### src/sv/kwm_pkg.sv
// Package for the k-way sorted run merge block.
// Holds the key width, the default geometry and the result struct.
// No dependencies.
`default_nettype none

package kwm_pkg;

    localparam int KEY_W          = 32;
    localparam int NUM_RUNS_DEF   = 8;
    localparam int RUN_LENGTH_DEF = 8;

    typedef struct packed {
        logic             valid;
        logic             last;
        logic [KEY_W-1:0] key;
    } kwm_emit_t;

endpackage

`default_nettype wire

### src/sv/kwm_ram.sv
// Generic single-port-write, single-port-read RAM with registered read data.
// No dependencies.
`default_nettype none

module kwm_ram #(
    parameter int WIDTH = 32,
    parameter int DEPTH = 64
) (
    input  wire logic                     aclk,
    input  wire logic                     we,
    input  wire logic [$clog2(DEPTH)-1:0] waddr,
    input  wire logic [WIDTH-1:0]         wdata,
    input  wire logic [$clog2(DEPTH)-1:0] raddr,
    output logic      [WIDTH-1:0]         rdata
);

    logic [WIDTH-1:0] mem [DEPTH];

    always_ff @(posedge aclk) begin
        if (we) begin
            mem[waddr] <= wdata;
        end
        rdata <= mem[raddr];
    end

endmodule

`default_nettype wire

### src/sv/kwm_cmp.sv
// Shared signed key comparator for the merge scan.
// Depends on kwm_pkg.
`default_nettype none

module kwm_cmp
    import kwm_pkg::*;
(
    input  wire logic             cand_valid,
    input  wire logic [KEY_W-1:0] cand_key,
    input  wire logic             best_found,
    input  wire logic [KEY_W-1:0] best_key,
    output logic                  take
);

    logic less;

    assign less = $signed(cand_key) < $signed(best_key);
    assign take = cand_valid && (!best_found || less);

endmodule

`default_nettype wire

### src/sv/kwm_seq.sv
// Load and merge sequencer: key store addressing, run heads and scan loop.
// Depends on kwm_pkg and kwm_cmp.
`default_nettype none

module kwm_seq
    import kwm_pkg::*;
#(
    parameter int NUM_RUNS   = NUM_RUNS_DEF,
    parameter int RUN_LENGTH = RUN_LENGTH_DEF,
    localparam int TOTAL     = NUM_RUNS * RUN_LENGTH,
    localparam int ADDR_W    = $clog2(TOTAL)
) (
    input  wire logic              aclk,
    input  wire logic              aresetn,
    input  wire logic              in_valid,
    output logic                   in_ready,
    input  wire logic [KEY_W-1:0]  in_key,
    output logic                   ram_we,
    output logic      [ADDR_W-1:0] ram_waddr,
    output logic      [KEY_W-1:0]  ram_wdata,
    output logic      [ADDR_W-1:0] ram_raddr,
    input  wire logic [KEY_W-1:0]  ram_rdata,
    input  wire logic              out_free,
    output kwm_emit_t              emit
);

    localparam int RUN_W  = $clog2(NUM_RUNS);
    localparam int HEAD_W = $clog2(RUN_LENGTH + 1);

    typedef enum logic [1:0] {S_LOAD, S_SCAN, S_LAST, S_EMIT} state_t;

    state_t             state_reg,    state_next;
    logic [ADDR_W-1:0]  load_cnt_reg, load_cnt_next;
    logic [ADDR_W-1:0]  emit_cnt_reg, emit_cnt_next;
    logic [RUN_W-1:0]   scan_reg,     scan_next;
    logic               rd_pend_reg,  rd_pend_next;
    logic [RUN_W-1:0]   rd_run_reg,   rd_run_next;
    logic [HEAD_W-1:0]  rd_head_reg,  rd_head_next;
    logic               found_reg,    found_next;
    logic [KEY_W-1:0]   best_key_reg, best_key_next;
    logic [RUN_W-1:0]   best_run_reg, best_run_next;
    logic [HEAD_W-1:0]  best_head_reg, best_head_next;
    logic [HEAD_W-1:0]  head_reg  [NUM_RUNS];
    logic [HEAD_W-1:0]  head_next [NUM_RUNS];

    logic              take;
    logic              active;
    logic [HEAD_W-1:0] scan_head;
    logic              in_fire;
    logic              last_emit;

    kwm_cmp u_cmp (
        .cand_valid (rd_pend_reg),
        .cand_key   (ram_rdata),
        .best_found (found_reg),
        .best_key   (best_key_reg),
        .take       (take)
    );

    assign scan_head = head_reg[scan_reg];
    assign active    = scan_head < HEAD_W'(RUN_LENGTH);
    assign ram_raddr = ADDR_W'(scan_reg) * ADDR_W'(RUN_LENGTH) + ADDR_W'(scan_head);
    assign in_ready  = (state_reg == S_LOAD);
    assign in_fire   = in_valid && in_ready;
    assign ram_we    = in_fire;
    assign ram_waddr = load_cnt_reg;
    assign ram_wdata = in_key;
    assign last_emit = (emit_cnt_reg == ADDR_W'(TOTAL - 1));

    assign emit.valid = (state_reg == S_EMIT);
    assign emit.last  = last_emit;
    assign emit.key   = best_key_reg;

    always_comb begin
        state_next     = state_reg;
        load_cnt_next  = load_cnt_reg;
        emit_cnt_next  = emit_cnt_reg;
        scan_next      = scan_reg;
        rd_pend_next   = 1'b0;
        rd_run_next    = scan_reg;
        rd_head_next   = scan_head;
        found_next     = found_reg || take;
        best_key_next  = take ? ram_rdata   : best_key_reg;
        best_run_next  = take ? rd_run_reg  : best_run_reg;
        best_head_next = take ? rd_head_reg : best_head_reg;
        head_next      = head_reg;
        unique case (state_reg)
            S_LOAD: begin
                if (in_fire) begin
                    if (load_cnt_reg == ADDR_W'(TOTAL - 1)) begin
                        state_next    = S_SCAN;
                        scan_next     = '0;
                        emit_cnt_next = '0;
                        found_next    = 1'b0;
                    end else begin
                        load_cnt_next = load_cnt_reg + 1'b1;
                    end
                end
            end
            S_SCAN: begin
                rd_pend_next = active;
                if (scan_reg == RUN_W'(NUM_RUNS - 1)) begin
                    state_next = S_LAST;
                end else begin
                    scan_next = scan_reg + 1'b1;
                end
            end
            S_LAST: begin
                state_next = S_EMIT;
            end
            S_EMIT: begin
                if (out_free) begin
                    head_next[best_run_reg] = best_head_reg + 1'b1;
                    emit_cnt_next = emit_cnt_reg + 1'b1;
                    scan_next     = '0;
                    found_next    = 1'b0;
                    if (last_emit) begin
                        state_next    = S_LOAD;
                        load_cnt_next = '0;
                        emit_cnt_next = '0;
                        for (int r = 0; r < NUM_RUNS; r++) begin
                            head_next[r] = '0;
                        end
                    end else begin
                        state_next = S_SCAN;
                    end
                end
            end
            default: begin
                state_next = S_LOAD;
            end
        endcase
    end

    always_ff @(posedge aclk) begin
        if (!aresetn) begin
            state_reg    <= S_LOAD;
            load_cnt_reg <= '0;
            emit_cnt_reg <= '0;
            scan_reg     <= '0;
            rd_pend_reg  <= 1'b0;
            found_reg    <= 1'b0;
            for (int r = 0; r < NUM_RUNS; r++) begin
                head_reg[r] <= '0;
            end
        end else begin
            state_reg    <= state_next;
            load_cnt_reg <= load_cnt_next;
            emit_cnt_reg <= emit_cnt_next;
            scan_reg     <= scan_next;
            rd_pend_reg  <= rd_pend_next;
            found_reg    <= found_next;
            head_reg     <= head_next;
        end
        rd_run_reg    <= rd_run_next;
        rd_head_reg   <= rd_head_next;
        best_key_reg  <= best_key_next;
        best_run_reg  <= best_run_next;
        best_head_reg <= best_head_next;
    end

endmodule

`default_nettype wire

### src/sv/k_way_sorted_run_merge.sv
// K-way merge of sorted runs: loads NUM_RUNS runs of RUN_LENGTH signed keys,
// then streams all keys out in ascending order.
// Depends on kwm_pkg, kwm_ram, kwm_seq.
//
// Usage:
//   Slave channel s_*: one signed 32-bit key per transaction, run 0 first,
//   each run assumed ascending.
//   Master channel m_*: merged keys in ascending order, ties going to the
//   lower-numbered run; m_tlast marks the last key of the merged sequence.
//   Merge: after the final key of a load, each merged key is found by one
//   comparator that walks the run heads with one read of the key store RAM
//   per run; state S_LAST settles the last compare and state S_EMIT hands the
//   key to the output register, and the scan for the next key starts after it.
//   s_tready is low for the whole merge and rises once the last key sits in
//   the output register.
//   Reset: synchronous, active low; clears the load count, run heads and
//   output valid. Key store contents are not cleared.
//   Stall: while m_tready is low the output register holds its key and the
//   merge waits before committing the next one.
`default_nettype none

module k_way_sorted_run_merge
    import kwm_pkg::*;
#(
    parameter int NUM_RUNS   = NUM_RUNS_DEF,
    parameter int RUN_LENGTH = RUN_LENGTH_DEF
) (
    input  wire logic             aclk,
    input  wire logic             aresetn,
    input  wire logic             s_tvalid,
    output logic                  s_tready,
    input  wire logic [KEY_W-1:0] s_tdata,   // [31:0] key
    output logic                  m_tvalid,
    input  wire logic             m_tready,
    output logic      [KEY_W-1:0] m_tdata,   // [31:0] merged_key
    output logic                  m_tlast    // final_flag
);

    localparam int TOTAL  = NUM_RUNS * RUN_LENGTH;
    localparam int ADDR_W = $clog2(TOTAL);

    logic              ram_we;
    logic [ADDR_W-1:0] ram_waddr;
    logic [KEY_W-1:0]  ram_wdata;
    logic [ADDR_W-1:0] ram_raddr;
    logic [KEY_W-1:0]  ram_rdata;
    logic              out_free;
    kwm_emit_t         emit;

    logic              m_valid_reg;
    logic [KEY_W-1:0]  m_data_reg;
    logic              m_last_reg;

    kwm_ram #(
        .WIDTH (KEY_W),
        .DEPTH (TOTAL)
    ) u_key_store (
        .aclk  (aclk),
        .we    (ram_we),
        .waddr (ram_waddr),
        .wdata (ram_wdata),
        .raddr (ram_raddr),
        .rdata (ram_rdata)
    );

    kwm_seq #(
        .NUM_RUNS   (NUM_RUNS),
        .RUN_LENGTH (RUN_LENGTH)
    ) u_seq (
        .aclk      (aclk),
        .aresetn   (aresetn),
        .in_valid  (s_tvalid),
        .in_ready  (s_tready),
        .in_key    (s_tdata),
        .ram_we    (ram_we),
        .ram_waddr (ram_waddr),
        .ram_wdata (ram_wdata),
        .ram_raddr (ram_raddr),
        .ram_rdata (ram_rdata),
        .out_free  (out_free),
        .emit      (emit)
    );

    assign out_free = !m_valid_reg || m_tready;

    always_ff @(posedge aclk) begin
        if (!aresetn) begin
            m_valid_reg <= 1'b0;
        end else if (emit.valid && out_free) begin
            m_valid_reg <= 1'b1;
        end else if (m_tready) begin
            m_valid_reg <= 1'b0;
        end
        if (emit.valid && out_free) begin
            m_data_reg <= emit.key;
            m_last_reg <= emit.last;
        end
    end

    assign m_tvalid = m_valid_reg;
    assign m_tdata  = m_data_reg;
    assign m_tlast  = m_last_reg;

endmodule

`default_nettype wire

### config.mk
export PLATFORM = sky130hd
export DESIGN_NAME = k_way_sorted_run_merge
export DESIGN_NICKNAME = d
export VERILOG_FILES = /design/src/sv/kwm_pkg.sv /design/src/sv/kwm_ram.sv /design/src/sv/kwm_cmp.sv /design/src/sv/kwm_seq.sv /design/src/sv/k_way_sorted_run_merge.sv
export SDC_FILE = /design/constraint.sdc
export NUM_CORES = 2
export LEC_CHECK = 0
export BUFFER_PORTS_ARGS = -buffer_cell sky130_fd_sc_hd__buf_2
export CAP_MARGIN = 20
export CORE_MARGIN = 10
export CORE_UTILIZATION = 45
export CTS_BUF_LIST = sky130_fd_sc_hd__clkbuf_4 sky130_fd_sc_hd__clkbuf_8
export CTS_CLUSTER_DIAMETER = 40
export DETAILED_ROUTE_END_ITERATION = 6
export PLACE_DENSITY = 0.64
export RECOVER_POWER = 100
export SETUP_SLACK_MARGIN = 0.3
export SLEW_MARGIN = 25
export SYNTH_ARGS = -nofsm -noshare
export SYNTH_HDL_FRONTEND = slang
export SYNTH_SLANG_ARGS = --single-unit
### constraint.sdc
create_clock -name aclk -period 6.8 [get_ports aclk]
set_clock_uncertainty 0.15 [all_clocks]
set_input_delay 0.34 -clock aclk [delete_from_list [all_inputs] [get_ports aclk]]
set_output_delay 0.34 -clock aclk [all_outputs]
set_load 0.03 [all_outputs]
==> impl_metrics.env <==
export IMPL_status="finished with violations"
export IMPL_violations="DRC, capacitance limit, slew limit"
export IMPL_drt_wl_total_um=257000
export IMPL_cts_buffers=376
export IMPL_postCtsSetupRepairBufs=0
export IMPL_crit_path_top_delay_cell="and2_2"
export IMPL_nNetsFinal=6853
export IMPL_ant_nets=0
export IMPL_synth_async_reset_ratio_pct=0
export IMPL_dieHeight_um=460
export IMPL_rows=161
export IMPL_multi_input_area_mm2=0.0201
export IMPL_dp_hpwl_um=136000
export IMPL_synth_area_per_cell_um2=13.3
export IMPL_tightest_slew_ps=4260
export IMPL_io_pins=71
export IMPL_start_util_pct=45.2
export IMPL_dr_pass1_iters=7
export IMPL_hp_class="reg -> reg"
export IMPL_gp_congestion=0.854
export IMPL_yosysMostFrequentCell="edfxtp_1"
export IMPL_clk_pin_slew_worst_paths_ps=60
export IMPL_relSlewSlack_pct=-184
export IMPL_synth_common_cells="edfxtp_1 (2120), nand2_1 (2077), and3_1 (515)"
export IMPL_synth_area_leaders="edfxtp_1 (73%), nand2_1 (9.0%), and3_1 (3.7%)"
export IMPL_grt_pass1_vias=54700
export IMPL_critPathRequiredTime_ps=7630
export IMPL_syn_nets=6618
export IMPL_switching_share_pct=20.5
export IMPL_core_mm2=0.192
export IMPL_leakage_nw=34.1
export IMPL_pwr_share_comb_pct=1.5
export IMPL_dieArea_mm2=0.211
export IMPL_p_switching_mw=5.59
export IMPL_cts_sinks=2211
export IMPL_syn_inst=6540
export IMPL_worstSetupPathType="reg -> reg"
export IMPL_crit_arrival_ps=6680
export IMPL_viasPerCell=5.92
export IMPL_vias=56700
export IMPL_holdWs_ps=242
export IMPL_grt_usage_pct=23.6
export IMPL_ys_types=48
export IMPL_io_buffer_count=70
export IMPL_synth_top_area_share_pct=73.2
export IMPL_yosys_warnings=0
export IMPL_cts_tree="built"
export IMPL_crit_chain="mux4_2 > mux2_1 > ha_1 > and2_2 > buf_12 > a22oi_1 > a21oi_1 > or4_1"
export IMPL_power_density_mw_per_mm2=278
export IMPL_largest_register="u_key_store.mem"
export IMPL_clockRootBuffer="clkbuf_8"
export IMPL_antenna_found_initial=27
export IMPL_finalCriticalPeriod_ps=5850
export IMPL_cts_resized=0
export IMPL_drv_slew=4215
export IMPL_setup_viol=0
export IMPL_start_kind="flop"
export IMPL_synth_edf_count=2120
export IMPL_cp_end_kind="flop"
export IMPL_syn_area_mm2=0.0869
export IMPL_p_int_mw=21.7
export IMPL_grt_pass1_wl_um=369000
export IMPL_critPathMaxStageDelay_ps=1240
export IMPL_crit_fanout=83
export IMPL_seqPwrFrac_pct=55.1
export IMPL_min_period_over_period_pct=86.0
export IMPL_grt_max_degree=184
export IMPL_p_clk_share_pct=43.4
export IMPL_grt_overflow_total=0
export IMPL_synthFlopType="edfxtp_1"
export IMPL_wl_per_cell_um=26.8
export IMPL_ir_worst_vdd_uv=189
export IMPL_clock_latency_ps=1100
export IMPL_largest_reg_flops=2048
export IMPL_drcViolationCount=3
export IMPL_synth_seq_cells=2211
export IMPL_htreeDepth=5
export IMPL_fin_setup_tns_ps=0
export IMPL_fmax_mhz=171
export IMPL_die_w_um=460
export IMPL_cap_viol_max_count=105
export IMPL_cts_buffer_depth=4
export IMPL_fillers=16000
export IMPL_yosysTopAreaCell="edfxtp_1"
export IMPL_drtIter0Drc=7923
export IMPL_rsz0062_at_grt="no"
export IMPL_yosysSeqAreaShare_pct=75.3
export IMPL_ctsHoldBuffers=37
export IMPL_syn_to_final_growth_pct=12.9
export IMPL_hold_viol=0
export IMPL_final_layout_size_suffix_gt1_share_pct=10.9
export IMPL_regArea_mm2=0.0655
[logic make-up (layout without fill, tap and decap cells)]
family,Yosys count,count (layout),synth area share (%)
AND/OR/NAND/NOR,2928,2928,14.5
flip-flops,2211,2211,75.3
AO/OA/AOI/OAI,868,868,7.04
buffers and inverters,469,978,2.14
adder cells (fa/ha/maj),42,42,0.604
multiplexers,14,14,0.307
XOR/XNOR,8,8,0.0806
other,0,14,0
[per-layer routing]
| layer | part of all wire, % | routed length [um] | track usage (%) |
|---|---|---|---|
| met2 | 46 | 118000 | 37.2 |
| met1 | 38 | 98500 | 31.5 |
| met5 | 0.045 | 115 | 0 |
| met4 | 4.4 | 11300 | 9.57 |
| met3 | 11 | 28700 | 5.36 |
[final cells by class]
cell class	instances	share of cell area, %
Clock buffer	519	6.52
Antenna cell	14	0.0357
Timing Repair Buffer	281	1.90
Tap cell	2526	3.22
Multi-Input combinational cell	3860	20.4
Clock inverter	133	1.02
Inverter	45	0.187
Sequential cell	2211	66.7
[critical path, delay by kind of cell (launching register included)]
family	cells	cell delay, ps
compound gates	2	1310
mux	2	990
buf+inv	1	580
flops	1	730
simple gates	2	1480
fa+ha+maj	1	390
[final timing paths]
| check | slack, ps | startpoint | cells after the start | end |
|---|---|---|---|---|
| max | 950 | u_seq.rd_run_next[0]$_SDFFE_PN0P_ | 8 | u_key_store.rdata[30]$_DFF_P_ |
| min | 240 | u_seq.rd_run_reg[1]$_DFF_P_ | 0 | u_seq.best_run_reg[1]$_DFFE_PP_ |
| max reg2reg | 950 | u_seq.rd_run_next[0]$_SDFFE_PN0P_ | 8 | u_key_store.rdata[30]$_DFF_P_ |
| min reg2reg | 240 | u_seq.rd_run_reg[1]$_DFF_P_ | 0 | u_seq.best_run_reg[1]$_DFFE_PP_ |
[cell usage in the layout, fill, tap and decap left out, drive strengths merged, types with 6 or more instances in the layout]
cell type,Yosys,routed
edfxtp,2120,2120
nand2,2077,2077
clkbuf,322,656
and3,515,515
a31oi,260,260
a311oi,256,256
nor2,216,216
a22oi,161,161
a21oi,147,147
clkinv,1,108
buf,102,107
dfxtp,91,91
inv,44,47
nor2b,43,43
ha,42,42
dlygate4sd3,0,37
or4,32,32
a21o,18,18
bufinv,0,16
diode,0,14
nand3,12,12
o21ai,12,12
nand2b,10,10
mux4,8,8
clkinvlp,0,7
nand4,6,6
[power groups by stage]
| stage | combinational (mW) | clock, mW | sequential [mW] |
|---|---|---|---|
| after floorplan | 0.0836 | 0 | 15.3 |
| after global placement | 0.399 | 0 | 15.3 |
| after detailed placement | 0.408 | 0 | 15.3 |
| after CTS | 0.425 | 12.0 | 15.0 |
| after global routing | 0.439 | 12.6 | 15.0 |
| final | 0.417 | 11.9 | 15.0 |
[metrics by stage]
| stage | std cells | power [mW] | util [%] | worst slack, ps | instance area [um2] |
|---|---|---|---|---|---|
| 2_1_floorplan | 6540 | 15.3 | - | 2560 | 86900 |
| 3_3_place_gp | 8880 | 15.7 | 47.2 | 1310 | 90800 |
| 3_5_place_dp | 8885 | 15.7 | 47.2 | 1790 | 90900 |
| 4_1_cts | 9574 | 27.4 | 51.3 | 1760 | 98700 |
| 5_1_grt | 9579 | 28.1 | 51.0 | 899 | 98200 |
| 6_report | 9589 | 27.3 | 51.0 | 951 | 98200 |
No activity file was read; power rests on OpenSTA's default activity.
